## src/hw/rtl/form_url_decoder_unit_assert.svh

```systemverilog
// ----------------------------------------------------------------------------
// form url decoder assertion macros
// shared concurrent check forms used at the end of the top level
// ----------------------------------------------------------------------------
`ifndef FORM_URL_DECODER_UNIT_ASSERT_SVH
`define FORM_URL_DECODER_UNIT_ASSERT_SVH

// same-cycle implication
`define FUD_ASSERT_IMP(lbl, clk, rst, ante, cons) \
   lbl: assert property (@(posedge clk) disable iff (rst) (ante) |-> (cons)) \
      else $error("form url decoder check failed");

// next-cycle implication
`define FUD_ASSERT_NEXT(lbl, clk, rst, ante, cons) \
   lbl: assert property (@(posedge clk) disable iff (rst) (ante) |=> (cons)) \
      else $error("form url decoder check failed");

`endif

```

## src/hw/rtl/fud_pkg.sv

```systemverilog
// ----------------------------------------------------------------------------
// fud_pkg
// character codes, result codes and helpers for the form url decoder
// ----------------------------------------------------------------------------
package fud_pkg;

   localparam logic [7:0] CHAR_PERCENT = 8'h25;
   localparam logic [7:0] CHAR_PLUS    = 8'h2B;
   localparam logic [7:0] CHAR_EQUALS  = 8'h3D;
   localparam logic [7:0] CHAR_AMP     = 8'h26;
   localparam logic [7:0] CHAR_SPACE   = 8'h20;
   localparam logic [7:0] CHAR_ZERO    = 8'h30;
   localparam logic [7:0] CHAR_NINE    = 8'h39;
   localparam logic [7:0] CHAR_LOWER_A = 8'h61;
   localparam logic [7:0] CHAR_LOWER_F = 8'h66;
   localparam logic [7:0] CHAR_UPPER_A = 8'h41;
   localparam logic [7:0] CHAR_UPPER_F = 8'h46;

   localparam int unsigned LEN_W = 14;
   localparam logic [LEN_W-1:0] KEEP_RESET = 14'd8192;

   localparam logic KIND_DATA = 1'b0;
   localparam logic KIND_END  = 1'b1;

   localparam logic [1:0] DELIM_EQUALS = 2'd0;
   localparam logic [1:0] DELIM_AMP    = 2'd1;
   localparam logic [1:0] DELIM_EOI    = 2'd2;

   typedef enum logic [1:0] {
      PHASE_IDLE = 2'd0,
      PHASE_HIGH = 2'd1,
      PHASE_LOW  = 2'd2
   } phase_type;

   function automatic logic [3:0] nibble_of(input logic [7:0] c);
      logic [7:0] d;
      begin
         d = 8'd0;
         if (c >= CHAR_ZERO && c <= CHAR_NINE) begin
            d = c - CHAR_ZERO;
         end else if (c >= CHAR_LOWER_A && c <= CHAR_LOWER_F) begin
            d = c - CHAR_LOWER_A + 8'd10;
         end else if (c >= CHAR_UPPER_A && c <= CHAR_UPPER_F) begin
            d = c - CHAR_UPPER_A + 8'd10;
         end
         nibble_of = d[3:0];
      end
   endfunction

endpackage

```

## src/hw/rtl/form_url_decoder_unit.sv

```systemverilog
// ----------------------------------------------------------------------------
// form_url_decoder_unit
// form-encoded body decoder: splits items at '=' and '&', decodes '+' and
// percent escapes, limits kept bytes per item and reports every item end
// ----------------------------------------------------------------------------
// The block takes one body byte per clock cycle while the response side is
// ready. Each byte gives zero, one or two results (a decoded byte and/or an
// item end); they sit in a two-entry result register that hands out one per
// cycle, so a byte with two results holds the input while the second drains,
// and any other byte can be taken as its result leaves. The keep limit is
// written on the csr channel, always ready, and takes effect for later bytes.
// ----------------------------------------------------------------------------
`include "form_url_decoder_unit_assert.svh"

module form_url_decoder_unit (
   input  logic        clock,
   input  logic        reset,
   input  logic        csr_valid,
   output logic        csr_ready,
   input  logic [13:0] csr_data,      // max_keep
   input  logic        req_tvalid,
   output logic        req_tready,
   input  logic [7:0]  req_tdata,     // in_byte
   input  logic        req_tlast,     // end_of_input
   output logic        rsp_tvalid,
   input  logic        rsp_tready,
   output logic [23:0] rsp_tdata,     // data_byte[7:0], delimiter[9:8], item_length[23:10]
   output logic        rsp_tuser,     // kind
   output logic        rsp_tlast      // last
);

   localparam int unsigned LW = fud_pkg::LEN_W;

   logic [LW-1:0]       max_keep_ff;
   fud_pkg::phase_type  phase_ff, phase_in;
   logic [3:0]          high_ff, high_in;
   logic [LW-1:0]       kept_ff, kept_in;

   logic                data_v_ff, data_v_in;
   logic [7:0]          data_val_ff, data_val_in;
   logic                end_v_ff, end_v_in;
   logic [1:0]          end_delim_ff, end_delim_in;
   logic [LW-1:0]       end_len_ff, end_len_in;

   logic                req_xfer, rsp_xfer;
   logic [3:0]          nib;
   logic                d1, end1, d2, fin;
   logic [7:0]          val1, val2;
   logic [1:0]          delim1;
   fud_pkg::phase_type  ph_a;
   logic [3:0]          hi_a;
   logic                room1, room2, emit1, emit2;
   logic [LW-1:0]       k1, k2;

   assign csr_ready = 1'b1;
   assign req_xfer  = req_tvalid && req_tready;
   assign rsp_xfer  = rsp_tvalid && rsp_tready;
   assign req_tready = (!data_v_ff && !end_v_ff) || (rsp_tready && (data_v_ff ^ end_v_ff));

   always_comb begin
      nib    = fud_pkg::nibble_of(req_tdata);
      fin    = req_tlast;
      d1     = 1'b0;
      val1   = req_tdata;
      end1   = 1'b0;
      delim1 = fud_pkg::DELIM_EQUALS;
      ph_a   = phase_ff;
      hi_a   = high_ff;
      case (phase_ff)
         fud_pkg::PHASE_HIGH: begin
            hi_a = nib;
            ph_a = fud_pkg::PHASE_LOW;
         end
         fud_pkg::PHASE_LOW: begin
            d1   = 1'b1;
            val1 = {high_ff, nib};
            ph_a = fud_pkg::PHASE_IDLE;
            hi_a = 4'd0;
         end
         default: begin
            if (req_tdata == fud_pkg::CHAR_PERCENT) begin
               ph_a = fud_pkg::PHASE_HIGH;
               hi_a = 4'd0;
            end else if (req_tdata == fud_pkg::CHAR_EQUALS) begin
               end1   = 1'b1;
               delim1 = fud_pkg::DELIM_EQUALS;
            end else if (req_tdata == fud_pkg::CHAR_AMP) begin
               end1   = 1'b1;
               delim1 = fud_pkg::DELIM_AMP;
            end else if (req_tdata == fud_pkg::CHAR_PLUS) begin
               d1   = 1'b1;
               val1 = fud_pkg::CHAR_SPACE;
            end else begin
               d1 = 1'b1;
            end
         end
      endcase

      room1 = kept_ff < max_keep_ff;
      emit1 = d1 && room1;
      k1    = emit1 ? kept_ff + 14'd1 : kept_ff;

      // pending escape at end of body
      d2    = fin && (ph_a != fud_pkg::PHASE_IDLE);
      val2  = (ph_a == fud_pkg::PHASE_LOW) ? {hi_a, 4'd0} : 8'd0;
      room2 = k1 < max_keep_ff;
      emit2 = d2 && room2;
      k2    = emit2 ? k1 + 14'd1 : k1;

      if (fin || end1) begin
         kept_in = '0;
      end else begin
         kept_in = k2;
      end
      phase_in = fin ? fud_pkg::PHASE_IDLE : ph_a;
      high_in  = fin ? 4'd0 : hi_a;

      data_v_in    = emit1 || emit2;
      data_val_in  = emit1 ? val1 : val2;
      end_v_in     = end1 || fin;
      end_delim_in = end1 ? delim1 : fud_pkg::DELIM_EOI;
      end_len_in   = k2;
   end

   always_ff @(posedge clock) begin
      if (reset) begin
         max_keep_ff <= fud_pkg::KEEP_RESET;
         phase_ff    <= fud_pkg::PHASE_IDLE;
         high_ff     <= 4'd0;
         kept_ff     <= '0;
         data_v_ff   <= 1'b0;
         end_v_ff    <= 1'b0;
      end else begin
         if (csr_valid && csr_ready) begin
            max_keep_ff <= csr_data;
         end
         if (req_xfer) begin
            phase_ff  <= phase_in;
            high_ff   <= high_in;
            kept_ff   <= kept_in;
            data_v_ff <= data_v_in;
            end_v_ff  <= end_v_in;
         end else if (rsp_xfer) begin
            if (data_v_ff) begin
               data_v_ff <= 1'b0;
            end else begin
               end_v_ff <= 1'b0;
            end
         end
      end
   end

   always_ff @(posedge clock) begin
      if (req_xfer) begin
         data_val_ff  <= data_val_in;
         end_delim_ff <= end_delim_in;
         end_len_ff   <= end_len_in;
      end
   end

   assign rsp_tvalid = data_v_ff || end_v_ff;
   assign rsp_tuser  = data_v_ff ? fud_pkg::KIND_DATA : fud_pkg::KIND_END;
   assign rsp_tlast  = !(data_v_ff && end_v_ff);
   assign rsp_tdata  = data_v_ff ? {{LW{1'b0}}, 2'd0, data_val_ff}
                                 : {end_len_ff, end_delim_ff, 8'd0};

   // end of body returns the scan state to idle
   `FUD_ASSERT_NEXT(a_fin_clears, clock, reset, req_xfer && req_tlast,
      phase_ff == fud_pkg::PHASE_IDLE && high_ff == 4'd0 && kept_ff == '0)
   // a waiting decoded byte is never overwritten
   `FUD_ASSERT_NEXT(a_data_held, clock, reset, data_v_ff && !rsp_xfer, data_v_ff)
   // a delimiter outside an escape always produces an item end
   `FUD_ASSERT_NEXT(a_delim_end, clock, reset,
      req_xfer && phase_ff == fud_pkg::PHASE_IDLE &&
      (req_tdata == fud_pkg::CHAR_EQUALS || req_tdata == fud_pkg::CHAR_AMP),
      end_v_ff && !data_v_ff)

endmodule
```

## config.mk

```make
export PLATFORM = sky130hd
export DESIGN_NAME = form_url_decoder_unit
export DESIGN_NICKNAME = d
export VERILOG_FILES = /design/src/hw/rtl/fud_pkg.sv /design/src/hw/rtl/form_url_decoder_unit.sv
export VERILOG_INCLUDE_DIRS = /design/src /design/src/hw/rtl
export SDC_FILE = /design/constraint.sdc
export NUM_CORES = 1
export LEC_CHECK = 0
export BUFFER_PORTS_ARGS = -buffer_cell sky130_fd_sc_hd__buf_2
export CAP_MARGIN = 20
export CELL_PAD_IN_SITES_DETAIL_PLACEMENT = 0
export CELL_PAD_IN_SITES_GLOBAL_PLACEMENT = 1
export CORE_MARGIN = 1
export CORE_UTILIZATION = 41
export CTS_BUF_LIST = sky130_fd_sc_hd__clkbuf_8
export CTS_CLUSTER_SIZE = 40
export DETAILED_ROUTE_END_ITERATION = 12
export PLACE_DENSITY = 0.82
export SLEW_MARGIN = 30
export SYNTH_ARGS = -nofsm -noshare
export SYNTH_HDL_FRONTEND = slang
export SYNTH_SLANG_ARGS = --single-unit
```

## constraint.sdc

```tcl
create_clock -name clock -period 4.38 [get_ports clock]
set_clock_uncertainty 0.15 [all_clocks]
set_input_delay 0.876 -clock clock [delete_from_list [all_inputs] [get_ports clock]]
set_output_delay 0.876 -clock clock [all_outputs]
set_load 0.02 [all_outputs]
```

-- Word-level counts from Yosys, hierarchy flattened
Cells that the tools add are included.
- bits of input ports: 28
- register bits after elaboration: 60
- output and inout bits: 29
- logic and storage cells: 93
- equal/unequal tests: 8
- multiplexer cells: 35
- order comparisons: 8
- bitwise operators: 2
- reductions and logical operators: 23
- add/sub/neg operators: 7
- operators by type and width (operator ; number):
    8-bit two-way mux ; 6
    14-bit two-way mux ; 3
    8-bit by 6-bit == test with 1-bit output (second input constant) ; 4
    14-bit by 1-bit adder with 14-bit output (second input constant) ; 2
    14-bit less-than comparator ; 2
    24-bit two-way mux ; 1
    4-bit two-way mux ; 5
    8-bit by 7-bit greater-or-equal comparator with 1-bit output (second input constant) ; 2
    8-bit by 7-bit <= comparator with 1-bit output (second input constant) ; 2
    8-bit case mux with 2 select lines ; 1
    1-bit two-way mux ; 14
    4-bit by 1-bit subtractor with 4-bit output (second input constant) ; 3
    1-bit logical AND ; 11
    4-bit adder (second input constant) ; 2
    8-bit by 6-bit greater-or-equal comparator with 1-bit output (second input constant) ; 1
    8-bit by 6-bit <= comparator with 1-bit output (second input constant) ; 1
    4-bit case mux with 2 select lines ; 1
    5-bit OR reduction ; 1
    2-bit == test (second input constant) ; 2
    1-bit logical OR ; 4
    2-bit two-way mux ; 2
    2-bit case mux with 2 select lines ; 1
    2-bit nonzero test ; 2
    1-bit logical NOT ; 3
    other kinds (7) ; 7

-- Longest topological paths before layout
- depth after elaboration: 11
- mapped depth: 19
- gate-level depth less buffers: 18

-- Worst setup path after synthesis
No wires, ideal clock.
- kind: input-to-reg
- start: in req_tdata[0]
- end: reg end_len_ff[6] (data pin)
- stages: 17
- setup slack: -0.395 ns
- library setup time: 0.255 ns
- arrival: 4.370 ns
- cell sequence: inv_1 -> ha_1 -> nor2_1 -> o31a_1 -> o221a_4 -> o21ai_4 -> or4_1 -> xnor2_1 -> ha_1 -> nand4_1 -> o221ai_1 -> nor4_2 -> nand4b_1 -> mux2_2 -> a21oi_2 -> nand3_1 -> and2_1
- longest elaborated chain between the ends: 10
- elaborated cells between the ends (all ways): 17
- RTL lines (what ; line ; RTL):
    from (decl) ; form_url_decoder_unit.sv:23 ; input logic [7:0] req_tdata,
    8-bit by 6-bit == test with 1-bit output ; form_url_decoder_unit.sv:87 ; end else if (req_tdata == fud_pkg::CHAR_AMP) begin
    1-bit two-way mux ; form_url_decoder_unit.sv:87 ;
    1-bit two-way mux ; form_url_decoder_unit.sv:84 ; end else if (req_tdata == fud_pkg::CHAR_EQUALS) begin
    1-bit two-way mux ; form_url_decoder_unit.sv:81 ; if (req_tdata == fud_pkg::CHAR_PERCENT) begin
    1-bit case mux with 2 select lines ; form_url_decoder_unit.sv:69 ; case (phase_ff)
    1-bit logical AND ; form_url_decoder_unit.sv:100 ; emit1 = d1 && room1;
    14-bit two-way mux ; form_url_decoder_unit.sv:101 ; k1 = emit1 ? kept_ff + 14'd1 : kept_ff;
    14-bit less-than comparator ; form_url_decoder_unit.sv:106 ; room2 = k1 < max_keep_ff;
    1-bit logical AND ; form_url_decoder_unit.sv:107 ; emit2 = d2 && room2;
    14-bit two-way mux (*) ; form_url_decoder_unit.sv:108 ; k2 = emit2 ? k1 + 14'd1 : k1;
    via end_len_in[6] ; form_url_decoder_unit.sv:43 ; logic [LW-1:0] end_len_ff, end_len_in;
    to (signal assigned) ; form_url_decoder_unit.sv:157 ; end_len_ff <= end_len_in;
    to (decl) ; form_url_decoder_unit.sv:43 ;
The timed path passes the listed nets; every way through them passes the cells marked *.
A chain may end at the register's enable or synchronous reset.

-- Worst setup path in the final report
- start: in req_tdata[0]
- end: reg end_len_ff[12] (data pin)
The elaborated chain is that of the path after synthesis.

==> results by group <==
Run status
  – Run status: complete, but fails checks
  – Violated checks: negative setup slack

CTS
  – CTS HTree Levels: 3
  – TritonCTS clock tree: built
  – Total clock sinks: 60
  – Clock insertion delay at the later pin of the skew report: 0.35 ns
  – Clock slew seen by the registers of the worst setup and hold paths: 0.08 ns
  – CTS root buffer: clkbuf_8
  – Buffers from clock root to sink, at most: 2
  – Number of clock buffers inserted by TritonCTS: 9

STA
  – Actual transition at the worst max-transition pin: 0.8348 ns
  – Hold Vio Cnt, Final: 0
  – Slew Limit Fails: 0
  – Normalized max-slew margin: 0.4291
  – Count of final setup violators: 3
  – Final sum of negative setup slack: -0.08394 ns
  – Tcrit/Tclk final: 1.008
  – Maximum frequency from static timing analysis: 0.2266 GHz
  – Fin worst setup slack: -0.03338 ns
  – RSZ-0062 raised after global routing: yes
  – Final Critical Period: 4.413 ns

Placed design
  – Area of placed instances: 5196 µm²
  – Placer congestion estimate: 0.9361
  – Detailed Place HPWL: 8.696 mm
  – Pre-CTS setup slack: -0.5223 ns
  – Number of I/O port buffers: 55

Detailed routing
  – TritonRoute pass-1 iters: 5
  – Vias: 4,045
  – Final ANT Viol Nets: 0
  – Detailed-route DRC error count: 0
  – 1st-iter DRT viols: 236
  – Final WL: 11.70 mm
  – Number of vias per cell after detailed routing: 5.358
  – Mean routed wirelength per cell: 15.49 µm

Critical path
  – CP Data Required Time: 4.33 ns
  – Maximum net fanout on the critical path: 7
  – Setup crit end kind: flop
  – Startpoint Class: input port
  – Critical Setup Path Class: in -> reg
  – Arrival time of the worst setup path: 4.37 ns

Global route
  – Overall routing resource usage: 0.2322
  – Vias in the first global route: 3,876
  – Global-route wire length before repair: 18.81 mm
  – Maximum number of pins on one net before global-route repair: 31
  – Total congestion overflow: 0
  – Number of antenna violations at the first check in global routing: 0

Pwr
  – Leak pwr: 2.507 nW
  – Worst ir drop on vdd: 0.1346 mV
  – Areal power density over the cells: 244.7 nW/µm²

Floorplan
  – Number of placement rows: 36
  – Core ar.: 9819 µm²
  – Initial Util: 0.4264
  – Boundary pin count: 57
  – Die Span X: 103.1 µm
  – Chip height: 103.1 µm
  – Area of the die: 10,620 µm²

Job
  – Number of max-capacitance violations reported: 0

Hold path
  – Hold crit path type: reg -> reg

Cells and area
  – Post-route cell area: 5803 µm²
  – Layout area overhead: 38.61%
  – Fraction of final layout cells sized beyond drive strength 1: 0.3842
  – Leading cell type in the layout, fill and taps excluded: buf_4
  – Final-stage net count: 681
  – Ant diodes: 0
  – Most used cells in the layout excluding fill and tap cells: buf_4, buf_2, nand2_1

Logic synthesis
  – Yosys cell types: 64
  – Synthesis Warnings: 0
  – Area of the mapped netlist: 4187 µm²
  – Sequential fraction of the synthesis area: 0.3443
  – Number of synthesized register bits: 60
  – Total nets after synthesis: 543
  – Mean cell area of the mapped netlist: 8.740 µm²
  – Ys flop type: dfxtp_1
  – Synth Instances: 479
  – Number of synthesized flops with an enable pin: 24
  – Synth async-reset ratio: 0
[critical path, stage by stage]
cell and delay [ns]:
buf_4 0.13, ha_4 0.17, nor2_1 0.10, o31a_1 0.19, o221a_4 0.23, o21ai_4 0.07, or4_4 0.46, xnor2_4 0.19
ha_4 0.23, nand4_1 0.15, nor3_2 0.08, nor4_2 0.31, buf_4 0.19, nand4b_1 0.08, mux2_4 0.30, a21oi_4 0.29
nand3_2 0.14, xnor2_2 0.16
[sequential cells by signal, summed over array words and instances (netlist names)]
| name | cells |
|---|---|
| end_len_ff | 14 |
| max_keep_ff | 14 |
| end_delim_ff | 2 |
| end_v_ff | 1 |
| kept_ff | 14 |
| data_val_ff | 8 |
| data_v_ff | 1 |
| high_ff | 4 |
| phase_ff | 2 |
[Yosys cell counts, drive strengths merged, types with 8 or more instances]
cell type / count / share of area
edfxtp: 24 / 0.17
o21ai: 25 / 0.033
clkbuf: 18 / 0.016
dfxtp: 36 / 0.17
and2: 14 / 0.021
a22o: 8 / 0.017
xor2: 8 / 0.017
nand2: 46 / 0.041
mux2i: 16 / 0.038
nand3: 14 / 0.017
nand4: 9 / 0.013
inv: 34 / 0.030
nor2b: 19 / 0.028
a21oi: 33 / 0.041
xnor2: 14 / 0.029
ha: 36 / 0.11
nor2: 40 / 0.036
[layer usage]
metal | wire [µm] | share of wire | vias to the layer above | global-route usage
li1 | - | - | 1991 | -
met1 | 5252 | 0.45 | 1902 | 0.2992
met2 | 5666 | 0.48 | 132 | 0.3918
met3 | 536 | 0.046 | 20 | 0.04203
met4 | 240 | 0.021 | 0 | 0.07801
met5 | 0 | 0 | - | 0
[per-stage QoR]
| stage | util | total power (W) | hold WS (ns) | cells |
|---|---|---|---|---|
| 6_report | 0.5910 | 0.001420 | 0.3401 | 755 |
| 5_1_grt | 0.5910 | 0.001487 | 0.3668 | 755 |
| 4_1_cts | 0.5751 | 0.001428 | 0.3376 | 749 |
| 3_5_place_dp | 0.5292 | 0.0008998 | 0.3329 | 725 |
| 3_3_place_gp | 0.5289 | 0.0008927 | 0.3254 | 725 |
| 2_1_floorplan | - | 0.0007957 | 0.3090 | 479 |
[what timing repair did]
item                                    CTS  global route
pin swaps                                31            18
resized for setup                        40            23
endpoints found under the setup margin   23            23
hold endpoints to repair                  0             0
hold buffers                              0             0
buffers inserted                          8             6
[path summary, 6_finish.rpt]
| check | from | to | slack, ns | cells after the start |
|---|---|---|---|---|
| worst min register to register | max_keep_ff[6] | max_keep_ff[6] | 0.34 | 2 |
| worst min-delay path | max_keep_ff[6] | max_keep_ff[6] | 0.34 | 2 |
| worst max register to register | kept_ff[11] | end_len_ff[12] | -0.02 | 19 |
| worst max-delay path | req_tdata[0] | end_len_ff[12] | -0.03 | 18 |
[cell type report]
class	instances	area [µm²]
fillers	885	4016
multi-input cells	363	2863
flip-flops and latches	60	1451
repair buffers	148	989.7
well taps	133	166.4
inverters	35	133.9
clock buffers	9	123.9
clock inverters	7	75.07
[report_power, final]
group	total, W	switching [W]	leakage [nW]	internal [W]
Clock	0.000517	0.000253	0.0918	0.000264
Sequential	0.000624	0.0000103	0.528	0.000613
Combinational	0.000279	0.000165	1.89	0.000114
[cells by family (layout without fill, tap and decap cells)]
| logic type | after synthesis | in the layout | synth area share |
|---|---|---|---|
| other | 1 | 1 | 0.0008957 |
| buffers and inverters | 56 | 199 | 0.05140 |
| xor gates and xnor gates | 22 | 22 | 0.04603 |
| muxes | 19 | 19 | 0.04632 |
| adders and majority gates | 36 | 36 | 0.1076 |
| DFF | 60 | 60 | 0.3443 |
| and+or+nand+nor | 174 | 174 | 0.2137 |
| AOI/OAI and AO/OA | 111 | 111 | 0.1898 |
(Power assumes the default switching activity.)
